<file path="src/hw/rtl/tlfr_fifo.sv">
// ----------------------------------------------------------------------------
// tlfr_fifo
// small flop-based first-in first-out queue
// ----------------------------------------------------------------------------
module tlfr_fifo #(
  parameter int WIDTH = 8,
  parameter int DEPTH = 4
) (
  input  logic             clk_i,
  input  logic             rst_ni,
  input  logic             push_i,
  input  logic [WIDTH-1:0] data_i,
  output logic             full_o,
  input  logic             pop_i,
  output logic [WIDTH-1:0] data_o,
  output logic             empty_o
);

  localparam int PW = (DEPTH > 1) ? $clog2(DEPTH) : 1;
  localparam int CW = $clog2(DEPTH + 1);

  logic [WIDTH-1:0] mem_q [DEPTH];
  logic [PW-1:0]    wr_q, wr_d, rd_q, rd_d;
  logic [CW-1:0]    cnt_q, cnt_d;
  logic             do_push, do_pop;

  assign full_o  = (cnt_q == CW'(DEPTH));
  assign empty_o = (cnt_q == '0);
  assign data_o  = mem_q[rd_q];
  assign do_push = push_i & ~full_o;
  assign do_pop  = pop_i & ~empty_o;

  always_comb begin
    wr_d  = wr_q;
    rd_d  = rd_q;
    cnt_d = cnt_q;
    if (do_push) begin
      wr_d = (wr_q == PW'(DEPTH - 1)) ? '0 : wr_q + PW'(1);
    end
    if (do_pop) begin
      rd_d = (rd_q == PW'(DEPTH - 1)) ? '0 : rd_q + PW'(1);
    end
    if (do_push && !do_pop) begin
      cnt_d = cnt_q + CW'(1);
    end else if (!do_push && do_pop) begin
      cnt_d = cnt_q - CW'(1);
    end
  end

  always_ff @(posedge clk_i or negedge rst_ni) begin
    if (!rst_ni) begin
      wr_q  <= '0;
      rd_q  <= '0;
      cnt_q <= '0;
    end else begin
      wr_q  <= wr_d;
      rd_q  <= rd_d;
      cnt_q <= cnt_d;
    end
  end

  always_ff @(posedge clk_i) begin
    if (do_push) begin
      mem_q[wr_q] <= data_i;
    end
  end

endmodule

</file>
<file path="config.mk">
export PLATFORM = sky130hd
export DESIGN_NAME = tlfr_fifo
export DESIGN_NICKNAME = d
export VERILOG_FILES = /design/src/hw/rtl/tlfr_fifo.sv
export SDC_FILE = /design/constraint.sdc
export NUM_CORES = 1
export LEC_CHECK = 0
export ABC_AREA = 0
export BUFFER_PORTS_ARGS = -buffer_cell sky130_fd_sc_hd__buf_2
export CORE_AREA = 4 4 61 63
export CTS_BUF_LIST = sky130_fd_sc_hd__clkbuf_4
export CTS_CLUSTER_DIAMETER = 200
export DETAILED_ROUTE_END_ITERATION = 6
export DIE_AREA = 0 0 65 67
export HOLD_SLACK_MARGIN = 0.05
export PLACE_DENSITY = 0.76
export REMOVE_ABC_BUFFERS = 1
export SLEW_MARGIN = 20
export SYNTH_ARGS = -nofsm -noshare
export SYNTH_HDL_FRONTEND = slang
export SYNTH_SLANG_ARGS = --single-unit
</file>
<file path="constraint.sdc">
create_clock -name clk_i -period 1.9 [get_ports clk_i]
set_input_delay 0 -clock clk_i [delete_from_list [all_inputs] [get_ports clk_i]]
set_output_delay 0 -clock clk_i [all_outputs]
set_load 0.01 [all_outputs]
</file>
# Word-level counts from Yosys, hierarchy flattened
# Memories as Yosys holds them, arrays and structs flattened.
# Index checks and enable logic that the tools add are counted.
[word_totals]
mem_count = 1
ramBits = 32
out_inout_bits = 10
elab_cells = 27
inputBits = 12
register_bits = 7
[memory_table]
columns = ["memory", "depth", "width", "read_ports", "rd_clocked_by_memory_dff", "write_ports", "line_no", "rtl"]
rows = [
  ["mem_q", 4, 8, 1, 0, 1, "22", "logic [WIDTH-1:0] mem_q [DEPTH];"],
]
[classes]
reduce_logical = 6
add_sub_neg = 4
n_mux = 6
eq_ne = 3
bitwise_logic = 4
[ops]
columns = ["op", "n"]
rows = [
  ["3-bit two-way mux", 2],
  ["2-bit by 1-bit adder with 2-bit output (second input constant)", 2],
  ["2-bit equality test (second input constant)", 2],
  ["2-bit two-way mux", 2],
  ["3-bit by 1-bit adder with 3-bit output (second input constant)", 1],
  ["3-bit equality test (second input constant)", 1],
  ["3-bit logical NOT", 1],
  ["3-bit by 1-bit subtractor with 3-bit output (second input constant)", 1],
  ["1-bit AND", 2],
  ["1-bit logical AND", 2],
  ["1-bit logical NOT", 2],
  ["1-bit two-way mux", 2],
  ["1-bit NOT", 2],
  ["2-bit nonzero test", 1],
]

# Depth between registers and ports, before layout
[depth]
depth_word = 7
depth_mapped = 9
ltp_nobuf = 8

# Worst setup path before layout
# OpenSTA, ideal clock, no wires.
[synth_timing]
path_kind = "flip-flop to flip-flop"
from = "register cnt_q[0]"
to = "register cnt_q[2]"
synth_period_minus_slack_ps = 2064
setup_ps = 79
setup_slack_ps = -164
path_buffers = 0
t_arrival_ps = 1984
t_required_ps = 1821
stages_incl_launch_ff = 9
cell_sequence = "dfrtp_1 nor3_1 nand2b_4 ha_1 inv_1 fa_1 xor2_1 nor2_1 xor2_1"
[synth_via]
elab_chain_cells = 6
word_cells_on_any_way = 15
classes_between = "add/sub: 2; eq/ne: 1; mux: 2; bitwise: 4; reduce/logical: 6"
[synth_lines]
columns = ["element", "line_no", "rtl"]
rows = [
  ["from (decl)", "24", "logic [CW-1:0] cnt_q, cnt_d;"],
  ["from (signal assigned)", "58", "cnt_q <= cnt_d;"],
  ["3-bit logical NOT (*)", "28", "assign empty_o = (cnt_q == '0);"],
  ["net empty_o", "16", "output logic empty_o"],
  ["1-bit NOT (*)", "31", "assign do_pop = pop_i & ~empty_o;"],
  ["1-bit AND (*)", "31", ""],
  ["1-bit logical NOT", "43", "if (do_push && !do_pop) begin"],
  ["1-bit logical AND", "43", ""],
  ["3-bit two-way mux / 2-bit nonzero test (equally long branches)", "--", ""],
]
# The timed path passes the listed nets; every way through them passes the cells marked *. The select of a mux whose other input is x is not followed.
# A chain may end at the register's enable or synchronous reset.

# Worst setup path in the final report
[layout_timing]
from = "register cnt_q[0]"
to = "register cnt_q[1]"
[layout_via]
elab_chain_cells = 6
word_cells_on_any_way = 15
classes_between = "add/sub: 2; eq/ne: 1; mux: 2; bitwise: 4; reduce/logical: 6"
[layout_lines]
columns = ["element", "line_no"]
rows = [
  ["branches (longest 5 deep; another with 3-bit by 1-bit subtractor with 3-bit output)", "--"],
  ["3-bit two-way mux (*)", "43"],
  ["net cnt_d[1]", "24"],
]
# Mark *: on every way through the listed nets, which the timed path passes. The select of a mux whose other input is x is not followed.

==> flow_metrics.py <==
metrics = {
    "clock_tree": {
        "clk_latency_ps": 340,
        "cts_buffers": 5,
        "htreeDepth": 2,
        "cts.clk_slew.worst_paths_ps": 110,
        "cts_buffer_depth": 2,
        "cts_tree": "yes",
        "root_buffer": "clkbuf_4",
        "clock_sinks": 39,
    },
    "hold_path": {
        "hp-class": "in -> reg",
        "whs_path_depth": 4,
    },
    "synthesis": {
        "synth_edf_count": 32,
        "synthTopCellsByCount": "edfxtp_1, mux4_2, dfrtp_1",
        "syn-instance-count": 79,
        "yosysWarnings": 0,
        "synth.most_common_cell": "edfxtp_1",
        "netlist_top_cells_area": "edfxtp_1, mux4_2, dfrtp_1",
        "synth_seq_area_share_pct": 70.1,
        "synthDistinctLibCells": 19,
        "ys_async_sr_fraction_pct": 17.9,
        "netlist_area_sq_um": 1620,
        "ys_seq_elements": 39,
        "yosys.area.top_type": "edfxtp_1",
        "synth_top_cell_area_share_pct": 59.3,
        "syn_avg_cell_area_sq_um": 20.5,
        "synth_ff_type": "edfxtp_1",
    },
    "pwr": {
        "max-vdd-ir-drop_mv": 0.852,
        "total_power_mw": 2.97,
        "leakage_nw": 0.796,
        "p_per_area_nw_per_um2": 1450,
    },
    "sta": {
        "setup_slack_ps": 26.9,
        "worstMarginPinSlew_ps": 429,
        "slew_violations": 0,
        "finalHoldViolCount": 0,
        "timing.final.crit_share_pct": 98.6,
        "slew_headroom_pct": 71.4,
        "holdWs_ps": 105,
        "fmax_mhz": 534,
        "grt_setup_unrepaired": "true",
        "finClkSkew_ps": 10.3,
        "tns_ps": 0,
        "period_needed_ps": 1870,
        "finalSetupViolCount": 0,
    },
    "final_layout": {
        "multi_input_area_sq_um": 482,
        "fillers": 245,
        "final_area_sq_um": 2050,
        "final_nets": 143,
        "seq_area_sq_um": 1140,
        "area_growth_pct": 26.4,
        "drive_above_1_share_pct": 50.4,
        "antenna-diode-count": 0,
    },
    "status": {
        "status": "finished, final reports clean",
    },
    "die": {
        "rows": 21,
        "dieArea_sq_um": 4360,
        "initial_core_util_pct": 50.1,
        "io_pins": 22,
        "placeableCoreArea_sq_um": 3230,
        "die_h_microns": 67,
        "fp.dieW_microns": 65,
    },
    "critical_path": {
        "worstSetupEndpointType": "flip-flop",
        "cp_data_arrival_time_ps": 2100,
        "cp_max_fo": 2,
        "cp.required_ps": 2120,
        "path_class": "reg -> reg",
        "cp-start-kind": "flip-flop",
        "r2r_cells": 7,
    },
    "global_routing": {
        "grt_pass1_vias": 927,
        "grt_pass1_wl_microns": 4430,
        "overflow": 0,
        "antenna_found_initial": 0,
        "grt_max_degree": 13,
        "grt_usage_pct": 14.5,
    },
    "route": {
        "via_count": 824,
        "drt_wl_total_microns": 2680,
        "antenna_left": 0,
        "viasPerCell": 4.82,
        "drcViolationCount": 0,
        "drt_pass1_iterations": 4,
        "initialDrtViolationCount": 41,
        "wl_per_cell_microns": 15.7,
    },
    "placed_design": {
        "dp_hpwl_microns": 1730,
        "place_congestion": 0.681,
        "io_buffers": 21,
        "placed_area_sq_um": 1790,
        "dpl_worst_slack_ps": -112,
    },
    "run": {
        "maxCapViolations": 0,
    },
}
-- where the power goes --
part	switching [mW]	internal (mW)
registers	0.186	1.16
logic	0.452	0.647
clock network	0.253	0.271
-- layout by cell type, fill, tap and decap left out, types with 2 or more instances in the layout --
cell           instances
edfxtp_1              32
buf_2                 21
dlygate4sd3_1         10
buf_4                  9
mux4_2                 8
dfrtp_1                6
ha_1                   5
clkbuf_4               5
and2_2                 4
mux2_4                 3
nor2_1                 3
inv_1                  2
mux2_2                 2
xor2_1                 2
-- critical path: stages, from the launching register on --
cell	delay, ps
dfrtp_1	420
buf_4	160
nor3b_4	220
nor2b_4	70
ha_4	160
inv_2	50
fa_2	420
mux2_4	280
-- path summary, 6_finish.rpt --
check	startpoint	to	slack [ps]
max in group asynchronous	rst_ni	rd_q[0]	1000
min reg2reg	cnt_q[2]	cnt_q[2]	550
max reg2reg	cnt_q[0]	cnt_q[1]	30
min in group asynchronous	rst_ni	cnt_q[0]	620
max	cnt_q[0]	cnt_q[1]	30
min	pop_i	cnt_q[0]	110
-- what timing repair did --
| item | in CTS | in global routing |
|---|---|---|
| setup buffers | 4 | 3 |
| gates resized for setup | 4 | 5 |
| hold endpoints to repair | 39 | 0 |
| endpoints found under the setup margin | 2 | 10 |
| pin swaps | 3 | 5 |
| hold buffers | 10 | 0 |
-- stage by stage --
stage,util (%),instances
3_3_place_gp,55.2,146
3_5_place_dp,55.2,146
2_1_floorplan,-,76
5_1_grt,63.4,171
4_1_cts,61.9,168
6_report,63.4,171
-- metal layers --
metal | vias to the layer above | track usage, % | routed length (microns)
met2 | 21 | 25.5 | 1450
li1 | 388 | - | -
met3 | 4 | 5.40 | 117
met1 | 411 | 15.5 | 1090
met4 | 0 | 6.60 | 26
met5 | - | 0 | 0
-- kinds of logic (layout without fill, tap and decap cells) --
| family | count (synthesis) | in the layout | share of synthesized area (%) |
|---|---|---|---|
| DFF | 39 | 39 | 70.1 |
| buffers and inverters | 6 | 52 | 1.93 |
| adders and majority gates | 7 | 7 | 5.87 |
| xor gates and xnor gates | 3 | 3 | 1.62 |
| and+or+nand+nor | 11 | 11 | 5.41 |
| muxes | 13 | 13 | 15.1 |
-- cell type report --
| cell class | count | share of cell area (%) |
|---|---|---|
| Clock buffer | 5 | 1.83 |
| Clock inverter | 3 | 1.89 |
| Inverter | 3 | 0.550 |
| Tap cell | 46 | 2.81 |
| Multi-Input combinational cell | 34 | 23.5 |
| Sequential cell | 39 | 55.5 |
| Timing Repair Buffer | 41 | 13.9 |
-- sequential cells by signal, indices dropped and copies added, names as in the netlist --
signal	cells
rd_q	2
wr_q	2
mem_q	32
cnt_q	3
No activity file was read; power rests on OpenSTA's default activity.
