--- src/hw/rtl/tlfr_pkg.sv ---
// ----------------------------------------------------------------------------
// tlfr_pkg
// shared types and constants of the two-level frame reorder block
// ----------------------------------------------------------------------------
package tlfr_pkg;

  // frame types that go through the header level
  localparam logic [7:0] TYPE_HDR_A = 8'h01;
  localparam logic [7:0] TYPE_HDR_B = 8'h09;
  localparam logic [7:0] TYPE_HDR_C = 8'h05;

  // result codes
  localparam logic [1:0] OUT_DELIVER = 2'd0;
  localparam logic [1:0] OUT_DUP     = 2'd1;
  localparam logic [1:0] OUT_BEYOND  = 2'd2;
  localparam logic [1:0] OUT_NO_SLOT = 2'd3;

  // results reported per input item, count width holds the cap itself
  localparam int MAX_RESULTS = 64;
  localparam int CNT_W       = 7;

  // work handed from the header level to the stream level
  typedef struct packed {
    logic        drop;    // header-level drop, report only
    logic [1:0]  code;
    logic [15:0] tag;
    logic [30:0] stream;
    logic [31:0] fseq;
    logic        eoi;     // last job of its input item
  } job_t;

  typedef struct packed {
    logic [1:0]  code;
    logic [15:0] tag;
    logic [30:0] stream;
    logic [31:0] seq;
    logic        last;
  } res_t;

endpackage

--- src/hw/rtl/tlfr_front.sv ---
// ----------------------------------------------------------------------------
// tlfr_front
// header level: accepts frames, orders header-class frames by header sequence
// ----------------------------------------------------------------------------
module tlfr_front #(
  parameter int HEADER_WINDOW = 4
) (
  input  logic              clk_i,
  input  logic              rst_ni,
  input  logic              push_i,
  output logic              full_o,
  input  logic [7:0]        frame_type_i,
  input  logic [31:0]       header_seq_i,
  input  logic [31:0]       frame_seq_i,
  input  logic [30:0]       stream_ident_i,
  input  logic [15:0]       frame_tag_i,
  output logic              q_push_o,
  output tlfr_pkg::job_t    q_job_o,
  input  logic              q_full_i
);

  localparam int HW = HEADER_WINDOW;
  localparam int KW = (HW > 1) ? $clog2(HW) : 1;

  localparam logic F_IDLE = 1'b0;
  localparam logic F_CASC = 1'b1;

  logic          state_q, state_d;
  logic [31:0]   exp_q, exp_d;
  logic [HW-1:0] hfull_q, hfull_d;
  logic [15:0]   htag_q  [HW];
  logic [30:0]   hstr_q  [HW];
  logic [31:0]   hfseq_q [HW];

  logic          accept, is_hdr, in_win, store;
  logic [31:0]   ahead, dm1;
  logic [KW-1:0] k;
  logic [1:0]    shift_n;
  logic [HW:0]   full_ext;
  logic [HW+1:0] full_pad;

  assign full_o   = (state_q == F_CASC) | q_full_i;
  assign accept   = push_i & ~full_o;
  assign is_hdr   = (frame_type_i == tlfr_pkg::TYPE_HDR_A) ||
                    (frame_type_i == tlfr_pkg::TYPE_HDR_B) ||
                    (frame_type_i == tlfr_pkg::TYPE_HDR_C);
  assign ahead    = header_seq_i - exp_q;
  assign dm1      = ahead - 32'd1;
  assign k        = dm1[KW-1:0];
  assign in_win   = (ahead <= 32'(HW));
  assign full_ext = {1'b0, hfull_q};
  assign full_pad = {2'b00, hfull_q};

  always_comb begin
    state_d        = state_q;
    shift_n        = 2'd0;
    store          = 1'b0;
    q_push_o       = 1'b0;
    q_job_o.drop   = 1'b0;
    q_job_o.code   = tlfr_pkg::OUT_DELIVER;
    q_job_o.tag    = frame_tag_i;
    q_job_o.stream = stream_ident_i;
    q_job_o.fseq   = frame_seq_i;
    q_job_o.eoi    = 1'b1;
    unique case (state_q)
      F_IDLE: begin
        if (accept) begin
          if (!is_hdr) begin
            q_push_o = 1'b1;
          end else if (header_seq_i < exp_q) begin
            q_push_o     = 1'b1;
            q_job_o.drop = 1'b1;
            q_job_o.code = tlfr_pkg::OUT_DUP;
          end else if (header_seq_i == exp_q) begin
            q_push_o    = 1'b1;
            q_job_o.eoi = ~hfull_q[0];
            if (hfull_q[0]) begin
              state_d = F_CASC;
            end else begin
              shift_n = 2'd1;
            end
          end else if (in_win) begin
            if (hfull_q[k]) begin
              q_push_o     = 1'b1;
              q_job_o.drop = 1'b1;
              q_job_o.code = tlfr_pkg::OUT_DUP;
            end else begin
              store = 1'b1;
            end
          end else begin
            q_push_o     = 1'b1;
            q_job_o.drop = 1'b1;
            q_job_o.code = tlfr_pkg::OUT_BEYOND;
          end
        end
      end
      F_CASC: begin
        // release the head slot, then skip the empty one that ends the run
        q_job_o.tag    = htag_q[0];
        q_job_o.stream = hstr_q[0];
        q_job_o.fseq   = hfseq_q[0];
        q_job_o.eoi    = ~full_ext[1];
        if (!q_full_i) begin
          q_push_o = 1'b1;
          if (full_ext[1]) begin
            shift_n = 2'd1;
          end else begin
            shift_n = 2'd2;
            state_d = F_IDLE;
          end
        end
      end
      default: state_d = F_IDLE;
    endcase
    exp_d   = exp_q + 32'(shift_n);
    hfull_d = HW'(full_pad >> shift_n);
    if (store) begin
      hfull_d[k] = 1'b1;
    end
  end

  always_ff @(posedge clk_i or negedge rst_ni) begin
    if (!rst_ni) begin
      state_q <= F_IDLE;
      exp_q   <= 32'd1;
      hfull_q <= '0;
    end else begin
      state_q <= state_d;
      exp_q   <= exp_d;
      hfull_q <= hfull_d;
    end
  end

  always_ff @(posedge clk_i) begin
    for (int i = 0; i < HW; i++) begin
      if (shift_n == 2'd1 && i + 1 < HW) begin
        htag_q[i]  <= htag_q[(i + 1 < HW) ? i + 1 : i];
        hstr_q[i]  <= hstr_q[(i + 1 < HW) ? i + 1 : i];
        hfseq_q[i] <= hfseq_q[(i + 1 < HW) ? i + 1 : i];
      end else if (shift_n == 2'd2 && i + 2 < HW) begin
        htag_q[i]  <= htag_q[(i + 2 < HW) ? i + 2 : i];
        hstr_q[i]  <= hstr_q[(i + 2 < HW) ? i + 2 : i];
        hfseq_q[i] <= hfseq_q[(i + 2 < HW) ? i + 2 : i];
      end
    end
    if (store) begin
      htag_q[k]  <= frame_tag_i;
      hstr_q[k]  <= stream_ident_i;
      hfseq_q[k] <= frame_seq_i;
    end
  end

endmodule

--- config.mk ---
export PLATFORM = sky130hd
export DESIGN_NAME = tlfr_front
export DESIGN_NICKNAME = d
export VERILOG_FILES = /design/src/hw/rtl/tlfr_pkg.sv /design/src/hw/rtl/tlfr_front.sv
export SDC_FILE = /design/constraint.sdc
export NUM_CORES = 1
export LEC_CHECK = 0
export BUFFER_PORTS_ARGS = -buffer_cell sky130_fd_sc_hd__buf_4
export CAP_MARGIN = 10
export CORE_MARGIN = 2
export CORE_UTILIZATION = 38
export CTS_BUF_LIST = sky130_fd_sc_hd__clkbuf_2 sky130_fd_sc_hd__clkbuf_4 sky130_fd_sc_hd__clkbuf_8
export DETAILED_ROUTE_END_ITERATION = 8
export PLACE_DENSITY_LB_ADDON = 0.12
export SYNTH_ARGS = -nofsm -noshare
export SYNTH_HDL_FRONTEND = slang
export SYNTH_SLANG_ARGS = --single-unit
--- constraint.sdc ---
create_clock -name clk_i -period 7.1 [get_ports clk_i]
set_input_delay 2.13 -clock clk_i [delete_from_list [all_inputs] [get_ports clk_i]]
set_output_delay 2.13 -clock clk_i [all_outputs]
set_load 0.05 [all_outputs]
### Word level (Yosys, flattened, before mapping)

Memories as Yosys holds them, arrays and structs flattened.
Index checks and enable logic that the tools add are counted.

| cells by class | value |
|---|---|
| add/sub/neg operators | 3 |
| order comparisons | 4 |
| equality and inequality tests | 6 |
| shift operators | 1 |
| mux-type cells | 71 |
| bitwise operators | 13 |
| reductions and logical operators | 6 |

Operators with widths:

| operator | number |
|---|---|
| 32-bit two-way mux | 3 |
| 31-bit two-way mux | 3 |
| 79-bit two-way mux | 1 |
| 16-bit two-way mux | 3 |
| 1-bit two-way mux | 42 |
| 32-bit by 2-bit adder with 32-bit output | 1 |
| 32-bit equality test | 1 |
| 32-bit by 3-bit less-or-equal comparator with 1-bit output, second input constant | 1 |
| 32-bit less-than comparator | 1 |
| 32-bit OR reduction | 1 |
| 32-bit subtractor | 1 |
| 31-bit OR reduction | 1 |
| 3-bit two-way mux | 7 |
| 16-bit OR reduction | 1 |
| 2-bit two-way mux | 5 |
| 8-bit by 1-bit equality test with 1-bit output, second input constant | 1 |
| 8-bit by 3-bit equality test with 1-bit output, second input constant | 1 |
| 8-bit by 4-bit equality test with 1-bit output, second input constant | 1 |
| 1-bit bitwise OR | 7 |
| 1-bit case mux with 2 select lines | 3 |
| 4-bit two-way mux | 1 |
| 1-bit inverter | 4 |
| 4-bit bitwise OR | 1 |
| 2-bit case mux with 2 select lines | 1 |
| other kinds (11) | 12 |

| storage, ports and cells | value |
|---|---|
| register bits | 37 |
| bits in writable memories | 316 |
| input port bits | 123 |
| output and inout port bits | 85 |
| word-level logic and storage cells | 110 |
| memories kept | 3 |

Memories:

| name | depth | width | rd ports | clocked after memory_dff | write ports | line | source |
|---|---|---|---|---|---|---|---|
| hfseq_q | 4 | 32 | 4 | 0 | 3 | tlfr_front.sv:33 | `logic [31:0] hfseq_q [HW];` |
| hstr_q | 4 | 31 | 4 | 0 | 3 | tlfr_front.sv:32 | `logic [30:0] hstr_q [HW];` |
| htag_q | 4 | 16 | 4 | 0 | 3 | tlfr_front.sv:31 | `logic [15:0] htag_q [HW];` |

### Logic depth before layout (Yosys ltp)

Gate-level depths: netlist of the first run.

| logic depth | value |
|---|---|
| depth in word-level cells | 15 |
| mapped depth | 22 |

### Worst setup path before layout of the first run

OpenSTA, ideal clock, no wires.

| timing path | value |
|---|---|
| path type | input to register |
| from | in header_seq_i[0] |
| to | mem hfseq_q[3][0] (enable) |
| arrival time | 8.454 ns |
| required time | 6.583 ns |
| setup slack | -1.871 ns |
| stages | 13 |
| buffers on the path | 0 |
| cells stage by stage | inv_1 ha_1 fa_1 ha_1 nor3_1 a2111oi_2 o211ai_1 nor4_1 nand4_1 or4_1 or4_1 or3_1 nor2_1 |

RTL lines:

| item | line | source |
|---|---|---|
| start, declared | tlfr_front.sv:13 | `input logic [31:0] header_seq_i,` |
| end, declared | tlfr_front.sv:33 |  |

==> results of run 1 <==
[cells by family after synthesis]
group	Yosys count
flops	353
xor+xnor	38
compound gates	168
buf+inv	123
simple gates	244
mux	481
fa+ha+maj	43
[flip-flops by register name, summed over array words and instances, names as in the netlist]
name and count:
hfseq_q 128, hstr_q 124, htag_q 64, exp_q 32, hfull_q 4, state_q 1
[metal layers]
layer / part of all wire [%] / GRT usage (%) / vias up
met3: 3.4 / 3.077 / 71
li1: - / - / 6394
met2: 48 / 30.58 / 216
met1: 46 / 24.34 / 6665
met5: 0.031 / 0 / -
met4: 2.0 / 6.080 / 2
[per-stage QoR]
step                worst slack (ps)  util, %  setup TNS (ps)  instances  total power [mW]
finish                        -274.8    48.70          -702.5       2608             4.727
global route                  -435.3    48.70           -1321       2608             4.929
CTS                           -348.4    48.42          -863.9       2604             4.806
detailed placement            -552.4    45.40           -2462       2480             2.730
global placement              -545.6    45.40           -2369       2480             2.730
floorplan                     -46.23        -          -46.23       1450             2.505
[worst max-delay path, delay by kind of cell]
family          cells  cell delay, ps
buf+inv             3             250
compound gates      3             560
simple gates        6            1390
fa+ha+maj           3             900
[path summary, 6_finish.rpt]
kind / startpoint / endpoint / cells past startpoint
setup reg to reg: exp_q[28] / exp_q[30] / 26
min in group asynchronous: rst_ni / exp_q[20] / 1
setup / recovery: header_seq_i[0] / q_job_o[80] / 15
hold / removal: exp_q[29] / exp_q[29] / 1
hold reg to reg: exp_q[29] / exp_q[29] / 1
max in group asynchronous: rst_ni / state_q / 1
[repair_timing]
item,CTS,global route
resized for setup,42,30
setup buffers,9,3
pin swaps,17,16
endpoints found under the setup margin,5,5
[cell type report]
class	count	area (µm²)
Fill cell	4780	27660
Antenna cell	2	5.005
Clock inverter	25	201.4
Tap cell	696	870.8
Multi-Input combinational cell	974	10110
Clock buffer	93	1124
Sequential cell	353	10420
Inverter	48	187.7
Timing Repair Buffer	417	3343
[power by group through the flow]
stage | clock (mW) | sequential, mW | combinational, mW
2_1_floorplan | 0 | 2.28 | 0.222
3_3_place_gp | 0 | 2.28 | 0.447
3_5_place_dp | 0 | 2.28 | 0.448
4_1_cts | 2.10 | 2.24 | 0.468
5_1_grt | 2.18 | 2.24 | 0.506
6_report | 2.01 | 2.24 | 0.473
[placed cells by master (no fill, tap or decap), types with 6 or more instances in the layout]
master / instances
a211oi_2: 6
o21ai_1: 11
o21a_1: 9
a21oi_2: 9
or3_1: 7
buf_6: 6
edfxtp_1: 316
buf_4: 395
clkbuf_4: 25
o211ai_1: 8
nor3_1: 16
clkbuf_8: 68
ha_4: 8
mux2i_1: 6
mux2_2: 240
xnor2_1: 35
dfrtp_1: 35
o21ai_0: 22
nor2b_1: 8
a21o_1: 7
inv_1: 47
ha_1: 30
buf_12: 14
nand2_1: 59
mux2_4: 234
clkinv_1: 16
nor2_1: 39
a21oi_1: 35
a211oi_1: 9
nor4_1: 8
nand3_1: 16
nand4_1: 24
==> impl_metrics.toml, run 1 <==
[synth]
yosys.area_share.simple_pct = 6.188
synth_seq_cells = 353
synth.yosys.seq_area_share_pct = 50.26
synthesis.instances = 1450
syn_avg_cell_area_um2 = 14.29
synth_compound_area_share_pct = 5.650
synth_top_cell_by_area = "edfxtp_1"
synth_top_family_by_area = "multiplexers"
synth_ff_type = "edfxtp_1"
yosys-top-cells-area = "edfxtp_1 (46%), mux2_4 (17%), mux2_2 (13%)"
synth-adder-area-share_pct = 2.668
yosysMostFrequentCell = "edfxtp_1"
netlist.area_leader.share_pct = 45.78
synth-edff-count = 316
synthTopCellsByCount = "edfxtp_1 (316), mux2_2 (240), mux2_4 (234)"
synth_xor_area_share_pct = 1.606
netlist_area_um2 = 20730
muxShareOfSynthArea_pct = 30.39
synth.distinct_cells = 81
async_flop_share_pct = 10.48
yosysWarnings = 0
syn-num-nets = 1616

[route]
routedWlPerCell_um = 19.99
dr.pass1.iters = 5
postRouteAntennaNets = 0
drc = 0
drt_iter0_markers = 593
routed_wl_um = 52140
viasPerCell = 5.118
vias = 13350

[placed_design]
dpl-instance-area_um2 = 24480
dp_hpwl_um = 34760
gp_congestion = 0.8654
numPortBuffers = 207

[clocking]
numCtsBuffers = 66
cts_num_sinks = 353
clk_latency_ps = 640
htreeDepth = 3
cts.clk_slew.worst_paths_ps = 50
cts_tree = "built"
cts_buffer_depth = 3
postCtsHoldBufs = 0
clockRootBuffer = "clkbuf_8"

[timing]
post-route-period-util_pct = 103.9
final_max_slew_viol_count = 0
slew_headroom_pct = 35.89
fin_crit_ps = 7375
hold-worst-slack_ps = 472.6
hold_viol = 0
setup_slack_ps = -274.8
clock.fmax_ghz = 0.1356
skew_ps = 18.30
rsz0062_at_grt = "yes"
setup_violations = 4
tightest_slew_ps = 961.7

[floorplan]
fp.dieH_um = 237.5
ios = 208
core-area_um2 = 53920
start_util_pct = 38.44
die_x_um = 237.5
dieArea_um2 = 56430
rows = 85

[critical_path]
cp_data_required_time_ps = 4970
cp.arrival_ps = 5240
cpMaxStageDelayCell = "fa_2"
worst_setup_path_start_kind = "input pin"
end_kind = "primary output"
crit_chain = "buf_8 > inv_8 > ha_4 > fa_2 > ha_4 > nor3_4 > a2111oi_4 > o211ai_1 > nor4_2 > nand4_1 > or4_1 > or4_4 > nor3_4 > o21a_4 > buf_8"
max_stage_delay_ps = 600
critPathKind = "in -> out"
rrSetupSlack_ps = 1890
critPathMaxFanout = 3

[pwr]
p_comb_share_pct = 10.0
seqPwrFrac_pct = 47.4
p_clk_share_pct = 42.6
power.internal_mw = 3.577
swShare_pct = 24.33
p_switching_mw = 1.150
p_leak_nw = 10.60
pwr_density_cell_nw_per_um2 = 180.0
ir_worst_vdd_uv = 149.1

[hold_path]
hold_path_class = "reg -> reg"

[global_routing]
grt_pass1_wl_um = 80690
grt_overflow = 0
antenna_found_initial = 2
grtUsageTotal_pct = 18.36
grt_max_degree = 63
grt_pass1_vias = 13940

[run_status]
violations = "setup timing"
status = "finished with violations"

[final_layout]
final_nets = 2026
drive_gt1_share_pct = 56.65
area_growth_pct = 26.69
postLayoutCellArea_um2 = 26260

[job]
maxCapViolCount = 0
No activity file was read; power rests on OpenSTA's default activity.
==> inputs of run 2 (changes only) <==
- SETUP_SLACK_MARGIN: unset -> 0.02
==> impl_metrics.toml, run 2 (synthesized netlist as in run 1, its figures left out) <==
[clocking]
clk_latency_ps = 650
cts_tree = "built"
clockRootBuffer = "clkbuf_8"
htreeDepth = 3
cts.clk_slew.worst_paths_ps = 50
cts_num_sinks = 353
numCtsBuffers = 66
postCtsHoldBufs = 0
cts_buffer_depth = 3

[run_status]
status = "finished with violations"
violations = "setup timing"

[critical_path]
critPathKind = "in -> out"
r2r_start = "exp_q[7]"
rrSetupSlack_ps = 1780
end_kind = "primary output"
worstSetupStartpoint = "header_seq_i[0]"
cp_data_required_time_ps = 4970
critPathMaxFanout = 3
cp.arrival_ps = 5330
worst_setup_path_start_kind = "input pin"

[route]
drc = 0
routedWlPerCell_um = 19.99
postRouteAntennaNets = 0
viasPerCell = 5.123
routed_wl_um = 52480
drt_iter0_markers = 563
dr.pass1.iters = 4
vias = 13450

[pwr]
pwr_density_cell_nw_per_um2 = 176.3
p_comb_share_pct = 10.1
p_leak_nw = 10.69
power.total_mw = 4.644
ir_worst_vdd_uv = 119.9
power.internal_mw = 3.472
seqPwrFrac_pct = 48.2
swShare_pct = 25.23
p_switching_mw = 1.172
p_clk_share_pct = 41.6

[timing]
skew_ps = 30.38
final_max_slew_viol_count = 0
post-route-period-util_pct = 105.1
clock.fmax_ghz = 0.1340
slew_headroom_pct = 28.51
hold_viol = 0
fin_crit_ps = 7464
tightest_slew_ps = 1072
rsz0062_at_grt = "yes"
setup_violations = 4
setup_slack_ps = -363.8

[final_layout]
layout_commonest_cell = "buf_4"
top_register = "hfseq_q"
area_growth_pct = 27.08
final_nets = 2043
largest_reg_flops = 128
top_regs = "hfseq_q x128, hstr_q x124, htag_q x64"
finish.utilization_pct = 48.85
final_cell_mix = "buf_4 (403), edfxtp_1 (316), mux2_2 (240), mux2_4 (234), clkbuf_8 (68)"
drive_gt1_share_pct = 56.25

[global_routing]
grt_overflow = 0
grt_max_degree = 67
antenna_found_initial = 4
met1_usage_pct = 24.92
grtUsageMet3_pct = 3.542
grtUsageMet2_pct = 30.77
grt.busiest_layer = "met2"
grt_pass1_wl_um = 82660
grt_pass1_vias = 14400
grtUsageTotal_pct = 18.74

[floorplan]
core-area_um2 = 53920
rows = 85
dieArea_um2 = 56430
ios = 208
die_x_um = 237.5
start_util_pct = 38.44
fp.dieH_um = 237.5

[hold_path]
hold_path_class = "reg -> reg"
worstHoldStart = "exp_q[29]"

[placed_design]
gp_congestion = 0.8675
dp_hpwl_um = 35180
numPortBuffers = 207

[job]
maxCapViolCount = 0
## run 2: power by group through the flow
stage	Combinational, mW	Sequential (mW)	Clock (mW)
after floorplan	0.223	2.28	0
after global placement	0.453	2.28	0
after detailed placement	0.454	2.28	0
after CTS	0.470	2.24	2.01
after global routing	0.504	2.24	2.09
final	0.470	2.24	1.93
## run 2: worst max-delay path, cell delays in order
cell       delay, ps
buf_8             80
inv_8             30
ha_4             150
fa_2             600
ha_4             150
nor3_4            40
a2111oi_4        220
o211ai_1         140
nor4_1           290
nand4_1          160
or4_4            440
or4_4            470
buf_6            150
nor2_4            90
nor4bb_4          50
buf_6            150
## run 2: what timing repair did
action,CTS,global route
endpoints found under the hold margin,0,0
buffers inserted,10,1
gates resized for setup,36,17
pin swaps,13,11
setup endpoints to repair,5,5
## run 2: metrics by stage
| stage | area, µm² | hold slack (ps) | TNS [ps] | cells | setup slack [ps] |
|---|---|---|---|---|---|
| after floorplan | 20820 | 445.4 | -46.23 | 1450 | -46.23 |
| after global placement | 24690 | 465.7 | -3207 | 2494 | -611.0 |
| after detailed placement | 24690 | 470.7 | -3197 | 2494 | -584.6 |
| after CTS | 26250 | 480.4 | -1086 | 2624 | -381.8 |
| after global routing | 26340 | 492.7 | -1515 | 2626 | -453.8 |
| final | 26340 | 472.1 | -937.4 | 2626 | -363.8 |
## run 2: layer usage
| metal | share of wire [%] | vias to the layer above |
|---|---|---|
| met1 | 46 | 6690 |
| met2 | 47 | 230 |
| met5 | 0.078 | - |
| met3 | 3.4 | 89 |
| li1 | - | 6437 |
| met4 | 2.8 | 6 |
## run 2: final timing paths
check,end,cells after the start
worst max-delay path,q_job_o[81],16
worst min-delay path,exp_q[29],1
worst max register to register,exp_q[24],25
worst min register to register,exp_q[29],1
max in group asynchronous,state_q,1
min in group asynchronous,exp_q[16],1
## run 2: layout make-up
class | instances | area [µm²]
multi-input combinational | 974 | 10020
tap | 696 | 870.8
clock inverter | 28 | 148.9
fill | 4827 | 27580
antenna | 1 | 2.502
clock buffer | 92 | 1116
timing repair buffer | 434 | 3575
inverter | 48 | 187.7
sequential | 353 | 10420
