## src/hw/rtl/tlfr_pkg.sv

```systemverilog
// ----------------------------------------------------------------------------
// tlfr_pkg
// shared types and constants of the two-level frame reorder block
// ----------------------------------------------------------------------------
package tlfr_pkg;

  // frame types that go through the header level
  localparam logic [7:0] TYPE_HDR_A = 8'h01;
  localparam logic [7:0] TYPE_HDR_B = 8'h09;
  localparam logic [7:0] TYPE_HDR_C = 8'h05;

  // result codes
  localparam logic [1:0] OUT_DELIVER = 2'd0;
  localparam logic [1:0] OUT_DUP     = 2'd1;
  localparam logic [1:0] OUT_BEYOND  = 2'd2;
  localparam logic [1:0] OUT_NO_SLOT = 2'd3;

  // results reported per input item, count width holds the cap itself
  localparam int MAX_RESULTS = 64;
  localparam int CNT_W       = 7;

  // work handed from the header level to the stream level
  typedef struct packed {
    logic        drop;    // header-level drop, report only
    logic [1:0]  code;
    logic [15:0] tag;
    logic [30:0] stream;
    logic [31:0] fseq;
    logic        eoi;     // last job of its input item
  } job_t;

  typedef struct packed {
    logic [1:0]  code;
    logic [15:0] tag;
    logic [30:0] stream;
    logic [31:0] seq;
    logic        last;
  } res_t;

endpackage

```

## src/hw/rtl/tlfr_back.sv

```systemverilog
// ----------------------------------------------------------------------------
// tlfr_back
// stream level: stream table lookup, per-stream window and in-order release
// ----------------------------------------------------------------------------
module tlfr_back #(
  parameter int STREAM_WINDOW = 8,
  parameter int STREAM_SLOTS  = 16
) (
  input  logic            clk_i,
  input  logic            rst_ni,
  input  logic            q_empty_i,
  input  tlfr_pkg::job_t  q_job_i,
  output logic            q_pop_o,
  input  logic            o_full_i,
  output logic            o_push_o,
  output tlfr_pkg::res_t  o_res_o
);

  localparam int SW  = STREAM_WINDOW;
  localparam int NS  = STREAM_SLOTS;
  localparam int HPW = (SW > 1) ? $clog2(SW) : 1;
  localparam int SIW = (NS > 1) ? $clog2(NS) : 1;
  localparam int MD  = NS * SW;
  localparam int AW  = (MD > 1) ? $clog2(MD) : 1;
  localparam int CW  = tlfr_pkg::CNT_W;

  localparam logic [2:0] B_IDLE  = 3'd0;
  localparam logic [2:0] B_DROP  = 3'd1;
  localparam logic [2:0] B_MATCH = 3'd2;
  localparam logic [2:0] B_LOOK  = 3'd3;
  localparam logic [2:0] B_DEC   = 3'd4;
  localparam logic [2:0] B_DRAIN = 3'd5;
  localparam logic [2:0] B_EMIT  = 3'd6;
  localparam logic [2:0] B_FIN   = 3'd7;

  logic [2:0]     state_q, state_d;
  tlfr_pkg::job_t job_q;
  logic [SIW-1:0] s_q, s_d;
  logic [NS-1:0]  in_use_q, hit_q;
  logic [30:0]    key_q  [NS];
  logic [31:0]    exp_q  [NS];
  logic [SW-1:0]  sfull_q[NS];
  logic [HPW-1:0] head_q [NS];
  logic [15:0]    tag_mem[MD];
  logic [15:0]    rdata_q;
  logic [31:0]    e_q, e_d;
  tlfr_pkg::res_t pend_q;
  logic           pend_v_q;
  logic [CW-1:0]  cnt_q;

  // lookup
  logic           hit_any, free_any, alloc;
  logic [SIW-1:0] hit_idx, free_idx;
  // decision
  logic [31:0]    e_cur, ahead, dm1;
  logic [HPW-1:0] k;
  logic           in_win, set_bit, drain_take, drain_step, drain_done;
  logic           mem_we, mem_re;
  logic [AW-1:0]  mem_wa, mem_ra;
  // emission
  logic           emit_req, can_emit, fire, keep, fin_push;
  logic [1:0]     emit_code;
  logic [15:0]    emit_tag;
  logic [31:0]    emit_seq;
  logic [2:0]     job_end;

  function automatic logic [AW-1:0] phys(logic [SIW-1:0] s, logic [HPW-1:0] h,
                                         logic [HPW-1:0] kk);
    logic [HPW:0] off;
    off = {1'b0, h} + {1'b0, kk};
    if (off >= (HPW + 1)'(SW)) begin
      off = off - (HPW + 1)'(SW);
    end
    return AW'(s) * AW'(SW) + AW'(off);
  endfunction

  function automatic logic [HPW-1:0] head_inc(logic [HPW-1:0] h);
    logic [HPW:0] n;
    n = {1'b0, h} + (HPW + 1)'(1);
    if (n == (HPW + 1)'(SW)) begin
      n = '0;
    end
    return n[HPW-1:0];
  endfunction

  always_comb begin
    hit_any  = 1'b0;
    hit_idx  = '0;
    free_any = 1'b0;
    free_idx = '0;
    for (int i = 0; i < NS; i++) begin
      if (!hit_any && hit_q[i]) begin
        hit_any = 1'b1;
        hit_idx = SIW'(i);
      end
      if (!free_any && !in_use_q[i]) begin
        free_any = 1'b1;
        free_idx = SIW'(i);
      end
    end
  end

  assign e_cur    = exp_q[s_q];
  assign ahead    = job_q.fseq - e_cur;
  assign dm1      = ahead - 32'd1;
  assign k        = dm1[HPW-1:0];
  assign in_win   = (ahead <= 32'(SW));
  assign can_emit = ~pend_v_q | ~o_full_i;
  assign fire     = emit_req & can_emit;
  assign keep     = fire & ~cnt_q[CW-1];
  assign job_end  = job_q.eoi ? B_FIN : B_IDLE;
  assign mem_wa   = phys(s_q, head_q[s_q], k);
  assign mem_ra   = phys(s_q, head_q[s_q], '0);

  always_comb begin
    state_d    = state_q;
    s_d        = s_q;
    e_d        = e_q;
    q_pop_o    = 1'b0;
    alloc      = 1'b0;
    set_bit    = 1'b0;
    mem_we     = 1'b0;
    mem_re     = 1'b0;
    drain_step = 1'b0;
    drain_take = 1'b0;
    drain_done = 1'b0;
    fin_push   = 1'b0;
    emit_req   = 1'b0;
    emit_code  = tlfr_pkg::OUT_DELIVER;
    emit_tag   = job_q.tag;
    emit_seq   = job_q.fseq;
    unique case (state_q)
      B_IDLE: begin
        if (!q_empty_i) begin
          q_pop_o = 1'b1;
          state_d = q_job_i.drop ? B_DROP : B_MATCH;
        end
      end
      B_DROP: begin
        emit_req  = 1'b1;
        emit_code = job_q.code;
        if (can_emit) begin
          state_d = job_end;
        end
      end
      B_MATCH: state_d = B_LOOK;
      B_LOOK: begin
        if (hit_any) begin
          s_d     = hit_idx;
          state_d = B_DEC;
        end else if (free_any) begin
          s_d     = free_idx;
          alloc   = 1'b1;
          state_d = B_DEC;
        end else begin
          emit_req  = 1'b1;
          emit_code = tlfr_pkg::OUT_NO_SLOT;
          if (can_emit) begin
            state_d = job_end;
          end
        end
      end
      B_DEC: begin
        if (job_q.fseq < e_cur) begin
          emit_req  = 1'b1;
          emit_code = tlfr_pkg::OUT_DUP;
          if (can_emit) begin
            state_d = job_end;
          end
        end else if (job_q.fseq == e_cur) begin
          emit_req = 1'b1;
          if (can_emit) begin
            e_d     = e_cur;
            state_d = B_DRAIN;
          end
        end else if (in_win) begin
          if (sfull_q[s_q][k]) begin
            emit_req  = 1'b1;
            emit_code = tlfr_pkg::OUT_DUP;
            if (can_emit) begin
              state_d = job_end;
            end
          end else begin
            set_bit = 1'b1;
            mem_we  = 1'b1;
            state_d = job_end;
          end
        end else begin
          emit_req  = 1'b1;
          emit_code = tlfr_pkg::OUT_BEYOND;
          if (can_emit) begin
            state_d = job_end;
          end
        end
      end
      B_DRAIN: begin
        drain_step = 1'b1;
        e_d        = e_q + 32'd1;
        if (sfull_q[s_q][0]) begin
          drain_take = 1'b1;
          mem_re     = 1'b1;
          state_d    = B_EMIT;
        end else begin
          drain_done = 1'b1;
          state_d    = job_end;
        end
      end
      B_EMIT: begin
        emit_req = 1'b1;
        emit_tag = rdata_q;
        emit_seq = e_q;
        if (can_emit) begin
          state_d = B_DRAIN;
        end
      end
      B_FIN: begin
        if (!pend_v_q) begin
          state_d = B_IDLE;
        end else if (!o_full_i) begin
          fin_push = 1'b1;
          state_d  = B_IDLE;
        end
      end
      default: state_d = B_IDLE;
    endcase
  end

  // older result goes out when a newer one arrives; the last one gets the flag
  assign o_push_o    = (keep & pend_v_q) | fin_push;
  assign o_res_o     = '{code: pend_q.code, tag: pend_q.tag, stream: pend_q.stream,
                         seq: pend_q.seq, last: fin_push};

  always_ff @(posedge clk_i or negedge rst_ni) begin
    if (!rst_ni) begin
      state_q  <= B_IDLE;
      in_use_q <= '0;
      pend_v_q <= 1'b0;
      cnt_q    <= '0;
      for (int i = 0; i < NS; i++) begin
        sfull_q[i] <= '0;
      end
    end else begin
      state_q <= state_d;
      if (alloc) begin
        in_use_q[s_d] <= 1'b1;
        sfull_q[s_d]  <= '0;
      end
      if (set_bit) begin
        sfull_q[s_q][k] <= 1'b1;
      end
      if (drain_step) begin
        sfull_q[s_q] <= sfull_q[s_q] >> 1;
      end
      if (keep) begin
        pend_v_q <= 1'b1;
        cnt_q    <= cnt_q + CW'(1);
      end
      if (state_q == B_FIN && state_d == B_IDLE) begin
        pend_v_q <= 1'b0;
        cnt_q    <= '0;
      end
    end
  end

  always_ff @(posedge clk_i) begin
    s_q <= s_d;
    e_q <= e_d;
    if (q_pop_o) begin
      job_q <= q_job_i;
    end
    for (int i = 0; i < NS; i++) begin
      hit_q[i] <= in_use_q[i] && (key_q[i] == job_q.stream);
    end
    if (alloc) begin
      key_q[s_d]  <= job_q.stream;
      exp_q[s_d]  <= 32'd1;
      head_q[s_d] <= '0;
    end
    if (drain_step) begin
      head_q[s_q] <= head_inc(head_q[s_q]);
    end
    if (drain_done) begin
      exp_q[s_q] <= e_d;
    end
    if (keep) begin
      pend_q.code   <= emit_code;
      pend_q.tag    <= emit_tag;
      pend_q.stream <= job_q.stream;
      pend_q.seq    <= emit_seq;
      pend_q.last   <= 1'b0;
    end
  end

  always_ff @(posedge clk_i) begin
    if (mem_we) begin
      tag_mem[mem_wa] <= job_q.tag;
    end
    if (mem_re && drain_take) begin
      rdata_q <= tag_mem[mem_ra];
    end
  end

endmodule

```

## config.mk

```make
export PLATFORM = sky130hd
export DESIGN_NAME = tlfr_back
export DESIGN_NICKNAME = d
export VERILOG_FILES = /design/src/hw/rtl/tlfr_pkg.sv /design/src/hw/rtl/tlfr_back.sv
export SDC_FILE = /design/constraint.sdc
export NUM_CORES = 2
export LEC_CHECK = 0
export ABC_AREA = 1
export BUFFER_PORTS_ARGS = -buffer_cell sky130_fd_sc_hd__buf_2
export CORE_ASPECT_RATIO = 0.7
export CORE_MARGIN = 2
export CORE_UTILIZATION = 35
export CTS_BUF_LIST = sky130_fd_sc_hd__clkbuf_8
export CTS_CLUSTER_DIAMETER = 200
export DETAILED_ROUTE_END_ITERATION = 8
export HOLD_SLACK_MARGIN = 0.06
export PLACE_DENSITY = 0.58
export SETUP_SLACK_MARGIN = 0.15
export SYNTH_ARGS = -nofsm -noshare
export SYNTH_HDL_FRONTEND = slang
export SYNTH_SLANG_ARGS = --single-unit
```

## constraint.sdc

```tcl
create_clock -name clk_i -period 6.4 [get_ports clk_i]
set_clock_uncertainty 0.15 [all_clocks]
set_input_delay 1.28 -clock clk_i [delete_from_list [all_inputs] [get_ports clk_i]]
set_output_delay 1.28 -clock clk_i [all_outputs]
set_load 0.02 [all_outputs]
```

== Word-level counts from Yosys, hierarchy flattened ==
Memory sizes are Yosys's and may differ from the RTL's. A register that Yosys moved wholly into a read port is not among the register bits.
Index checks and enable logic that the tools add are counted.

* Memories: 4
* Output and inout bits: 84
* Memory bits (read-only): 0
* Word-level logic and storage cells: 357
* Bits in writable memories: 3104
* Bits in latches: 0
* Register bits: 370

{| class="wikitable"
|+ Memories
! name !! words !! bits a word !! read ports !! clocked after memory_dff !! wr ports !! RTL line !! text
|-
| tag_mem || 128 || 16 || 1 || 1 || 1 || tlfr_back.sv:44 || <nowiki>logic [15:0] tag_mem[MD];</nowiki>
|-
| exp_q || 16 || 32 || 1 || 1 || 1 || tlfr_back.sv:41 || <nowiki>logic [31:0] exp_q [NS];</nowiki>
|-
| key_q || 16 || 31 || 16 || 0 || 1 || tlfr_back.sv:40 || <nowiki>logic [30:0] key_q [NS];</nowiki>
|-
| head_q || 16 || 3 || 1 || 1 || 1 || tlfr_back.sv:43 || <nowiki>logic [HPW-1:0] head_q [NS];</nowiki>
|}

* Mux-type cells: 159
* Divide/modulo/power cells: 0
* Reductions and logical operators: 101
* Add/sub/neg operators: 10
* Bitwise logic cells: 14
* $lt $le $gt $ge: 12
* Shift operators: 0
* Multipliers: 0
* Equality and inequality tests: 25

{| class="wikitable"
|+ Operators with widths
! kind !! number
|-
| 31-bit equality test || 16
|-
| 128-bit two-way mux || 3
|-
| 32-bit two-way mux || 5
|-
| 4-bit two-way mux || 34
|-
| 128-bit AND || 1
|-
| 128-bit bitwise mux || 1
|-
| 128-bit NOT || 1
|-
| 128-bit bitwise OR || 1
|-
| 8-bit demux with 4-bit select || 3
|-
| 1-bit two-way mux || 74
|-
| 32-bit one-hot mux with 2 select lines || 1
|-
| 1-bit logical AND || 51
|-
| 3-bit two-way mux || 16
|-
| 1-bit logical NOT || 44
|-
| 8-bit two-way mux || 5
|-
| 32-bit by 1-bit adder with 32-bit output (second input constant) || 1
|-
| 8-bit binary-select mux with 4-bit select || 1
|-
| 32-bit equality test || 1
|-
| 32-bit by 4-bit less-or-equal comparator with 1-bit output (second input constant) || 1
|-
| 32-bit < comparator || 1
|-
| 32-bit OR reduction || 1
|-
| 32-bit subtractor || 1
|-
| 3-bit one-hot mux with 8 select lines || 1
|-
| 16-bit two-way mux || 1
|-
| other kinds (35) || 56
|}

== Longest topological paths before layout ==
* Word-level depth: 60
* Depth in mapped cells: 36
* Depth with buffers taken out: 32

== Worst setup path after synthesis ==
No wires, ideal clock.

* Path type: input-to-output
* Start point: input port q_empty_i
* End point: output port q_pop_o
* Arrival time: 4.953 ns
* Slack: 0.017 ns
* Required time: 4.970 ns
* Stages: 1
* Cell sequence: nor2_1

* Cells in the longest elaborated chain, start to end: 2

{| class="wikitable"
|+ Ends and longest elaborated chain
! what !! RTL line !! text
|-
| from (decl) || tlfr_back.sv:11 || <nowiki>input logic q_empty_i,</nowiki>
|-
| 1-bit two-way mux || tlfr_back.sv:134 || <nowiki>if (!q_empty_i) begin</nowiki>
|-
| 1-bit two-way mux || tlfr_back.sv:132 || <nowiki>unique case (state_q)</nowiki>
|-
| to (decl) || tlfr_back.sv:13 || <nowiki>output logic q_pop_o,</nowiki>
|}

Every way passes these cells.

== Worst setup path in the final report ==
* Start point: register s_q[0]
* End point: output port o_push_o

* Cells in the longest elaborated chain, start to end: 15

{| class="wikitable"
|+ Ends and longest elaborated chain
! what !! RTL line !! text
|-
| from (decl) || tlfr_back.sv:38 || <nowiki>logic [SIW-1:0] s_q, s_d;</nowiki>
|-
| from (signal assigned) || tlfr_back.sv:266 || <nowiki>s_q <= s_d;</nowiki>
|-
| 4-bit NOT with 5-bit output (implied by the code) || tlfr_back.sv:177 || <nowiki>if (sfull_q[s_q][k]) begin</nowiki>
|-
| 8-bit binary-select mux with 4-bit select || tlfr_back.sv:177 ||
|-
| 8-bit two-way mux (implied by the code) (2 in a row) || tlfr_back.sv:177 ||
|-
| 1-bit binary-select mux with 3-bit select || tlfr_back.sv:177 ||
|-
| 1-bit two-way mux (implied by the code) || tlfr_back.sv:177 ||
|-
| 1-bit two-way mux || tlfr_back.sv:177 ||
|-
| 1-bit two-way mux || tlfr_back.sv:176 || <nowiki>end else if (in_win) begin</nowiki>
|-
| 1-bit two-way mux || tlfr_back.sv:170 || <nowiki>end else if (job_q.fseq == e_cur) begin</nowiki>
|-
| 1-bit two-way mux || tlfr_back.sv:164 || <nowiki>if (job_q.fseq < e_cur) begin</nowiki>
|-
| 1-bit one-hot mux with 3 select lines || tlfr_back.sv:132 ||
|-
| 1-bit AND || tlfr_back.sv:109 || <nowiki>assign fire = emit_req & can_emit;</nowiki>
|-
| 1-bit AND || tlfr_back.sv:110 || <nowiki>assign keep = fire & ~cnt_q[CW-1];</nowiki>
|-
| 1-bit AND || tlfr_back.sv:229 || <nowiki>assign o_push_o = (keep & pend_v_q) | fin_push;</nowiki>
|-
| 1-bit bitwise OR || tlfr_back.sv:229 ||
|-
| to (decl) || tlfr_back.sv:15 || <nowiki>output logic o_push_o,</nowiki>
|}

Every way passes these cells. The select of a mux whose other input is x is not followed.

==> run_results.csv <==
group,metric,value,unit
worst_setup_path,endpoint,"o_push_o",
pwr,power.density,534.0,nW/um2
timing,hold_viol,0,
cells_and_area,synthToLayoutAreaGrowth,16.55,%
worst_setup_path,critPathCaptureType,"primary output",
worst_setup_path,critPathMaxStageDelay,0.57,ns
synth,syn-num-nets,11150,
clock_network,ctsHoldBuffers,0,
route,drc_errors,42,
cells_and_area,final_cells,17610,
route,wl_per_cell,25.94,um
synth,synth_top_flop_cell,"edfxtp_1",
timing,final.min_clock_period,6.575,ns
worst_setup_path,cp.arrival,5.15,ns
synth,synth_cell_types,61,
route,first_pass_iters,8,
clock_network,clockBufferDepth,4,
floorplan,rows,195,
synth,muxShareOfSynthArea,0,%
timing,min_period_over_period,102.7,%
cells_and_area,layout-drive-gt1-share,15.29,%
timing,setup_viol,1,
synth,synth_top_family_by_area,"compound AO/OA/AOI/OAI gates",
floorplan,die_area,409900,um2
worst_setup_path,reg2reg_slack,0.76,ns
global_route,grt_pass1_wl,653800,um
cells_and_area,multi_input_area,35050,um2
clock_network,cts_buffers,544,
global_route,grt_max_degree,130,
cells_and_area,fin_nets,11940,
timing,tightestPinTransition,1.373,ns
clock_network,htree_levels,6,
pwr,p_clk_share,19.7,%
synth,syn_area_per_cell,12.85,um2
synth,netlist_area,141700,um2
pwr,sw_frac_of_total,45.42,%
route,viasPerCell,5.561,
global_route,grt_antenna_before_repair,24,
worst_setup_path,r2r-end,"tag_mem[72][12]",
floorplan,die_h,536.3,um
worst_setup_path,crit_slowest_cell,"fa_2",
timing,rsz0062_at_grt,"true",
cells_and_area,fin_util,40.96,%
worst_setup_path,path_common_cell,"nand2_1",
worst_setup_path,crit_family,"simple AND/OR/NAND/NOR gates",
timing,maxSlewHeadroom,7.611,%
pwr,internal_power,48.11,mW
placed_design,place.port_buffers,170,
synth,synth_compound_area_share,12.30,%
route,vias,97940,
clock_network,root_buffer,"clkbuf_8",
cells_and_area,num-fill-cells,37640,
floorplan,die_w,764.4,um
cells_and_area,register_area,103500,um2
floorplan,io_pins,171,
synth,async_flop_share,4.441,%
timing,final_max_slew_viol_count,0,
pwr,comb_power_share,48.9,%
worst_setup_path,cp_num_buf_inv,4,
timing,max_freq,152.1,MHz
global_route,grt_util_met3,5.660,%
worst_setup_path,cp-startpoint,"s_q[0]",
pwr,vdd_drop_max,0.0007328,V
worst_setup_path,r2r_start,"s_q[0]",
worst_setup_path,critPathLaunchType,"flop",
global_route,grt_util_all_layers,21.46,%
timing,whs,0.1892,ns
pwr,power_leakage,55.76,nW
worst_setup_path,crit_fanout,11,
synth,synth-seq-cells,3490,
placed_design,dpl.cell_count,16640,
global_route,grt_overflow,0,
placed_design,dp_hpwl,271500,um
floorplan,core,403100,um2
worst_setup_path,crit_type,"reg2out",
hold_path,hold_path_class,"in2async",
status,status,"complete, but fails checks",
pwr,seqPwrFrac,31.4,%
synth,ys_warn_count,0,
synth,synthSimpleGateAreaFrac,10.51,%
clock_network,numClockSinks,3490,
synth,synthAdderAreaFrac,0.3816,%
route,routed_wl,456900,um
global_route,busiest_layer,"met1",
pwr,power_switching,40.04,mW
synth,synthCells,11020,
global_route,grt_pass1_vias,91830,
worst_setup_path,crit_required,4.97,ns
placed_design,gp_congestion,0.9474,
synth,yosysSeqAreaShare,73.07,%
synth,yosys.area_share.xor_xnor,0.7711,%
clock_network,clock_latency,1.09,ns
worst_setup_path,path_depth,25,
job,cap_violations,0,
route,drtIter0Drc,13480,
synth,synth_edf_count,3283,
floorplan,start_util,35.14,%
global_route,grt_use_met2,30.11,%
clock_network,clk_pin_slew,0.07,ns
global_route,grtUsageMet1,32.77,%
timing,finalWorstSetupSlack,-0.1751,ns
route,drtAntennaViolNets,0,
worst_setup_path,r2r_cells,30,
clock_network,cts_tree,"built",
status,violations,"design-rule violations, negative setup slack",
Yosys cell counts, drive strengths merged, types with 63 or more instances:
library cell  count  area [um2]
o21ai          1308        6554
nand2          1091        4218
nor2           1611        6170
o211ai          211        1584
nand4           139       899.6
a21oi           326        1632
clkbuf          490        1839
xnor2            63       559.3
o22ai           102       638.1
o221ai          339        2969
nor4            109       681.9
buf             195       989.7
dfrtp           155        3879
edfxtp         3283       98580
nand3           494        2487
inv             341        1282
a22oi           376        2823
through the flow:
stage               setup slack, ns  setup TNS (ns)  total power, mW  cell area (um2)
floorplan                    0.2636               0            51.03           141700
detailed placement          0.07860               0            68.65           154000
global route                -0.3925         -0.3925            92.57           165100
CTS                         -0.3442         -0.3442            86.53           164100
global placement           0.004231               0            68.57           154000
finish                      -0.1751         -0.1751            88.16           165100
cell families (layout without fill, tap and decap cells):
family | Yosys count | in the layout
XOR/XNOR | 123 | 123
other | 0 | 8
buffers and inverters | 1052 | 2216
AND/OR/NAND/NOR | 3509 | 3509
adder cells (fa/ha/maj) | 42 | 42
flip-flops | 3490 | 3490
AO/OA/AOI/OAI | 2807 | 2807
power groups by stage:
stage	registers (mW)	clock network, mW	logic (mW)
after floorplan	28.5	0	22.5
after global placement	28.1	0	40.5
after detailed placement	28.1	0	40.5
after CTS	27.7	17.7	41.2
after global routing	27.8	18.7	46.1
final	27.7	17.4	43.1
registers in the layout, indices dropped and copies added (netlist names), 4 cells and up:
name,cells
tag_mem,2048
exp_q,512
key_q,496
sfull_q,128
job_q,82
o_res_o,81
head_q,48
e_q,32
hit_q,16
in_use_q,16
rdata_q,16
cnt_q,7
s_q,4
worst register-to-register path, delay by kind of cell, from the launching register on:
kind,cells,cell delay (ns)
buf+inv,9,1.63
compound gates,1,0.18
fa+ha+maj,2,0.71
flops,1,0.46
simple gates,18,2.22
timing repair:
| action | 4_1_cts | 5_1_grt |
|---|---|---|
| cloned | 3 | 4 |
| resized for setup | 80 | 169 |
| setup buffers | 11 | 24 |
| endpoints found under the hold margin | 0 | 0 |
| setup endpoints to repair | 415 | 1 |
| pin swaps | 21 | 56 |
cell usage in the layout, fill, tap and decap left out, types with 32 or more instances in the layout:
cell         n
o211ai_1   211
o21ai_0   1270
o221ai_1   339
o22ai_1    102
nor4_1      85
a221oi_1    35
clkinv_2    43
clkinv_1   142
nand2_2     39
a22o_1      48
clkbuf_8   576
nand3_1    473
nor2_4      34
inv_1      475
o21ai_1     36
nor2_2      32
nand2_1   1036
a21oi_1    298
buf_4      565
xnor2_1     62
buf_12     164
dfrtp_1    155
dfxtp_1     50
a22oi_1    358
edfxtp_1  3283
nor2_1    1543
nand4_1    137
buf_2      168
xor2_1      59
area by class of cell:
type,count,area share (%)
diodes,8,0.01213
clock buffers,576,4.802
clock inverters,349,0.9503
inverters,367,0.8799
multi-input cells,6481,21.23
flip-flops and latches,3490,62.70
well taps,5417,4.105
repair buffers,923,5.322
repair inverters,1,0.005305
per-layer routing:
layer	part of all wire [%]	routed length [um]
met1	44	203100
met2	41	188100
met3	12	54430
met4	2.5	11310
met5	0.0028	13
how the worst min path moves through the flow:
stage / end / depth (start not counted)
after floorplan: in_use_q[15] / 2
after global placement: in_use_q[9] / 2
after detailed placement: e_q[19] / 2
after CTS: job_q[56] / 1
after global routing: job_q[38] / 1
final: sfull_q[5] / 1
Note: power is estimated with default switching activity, not from simulation.
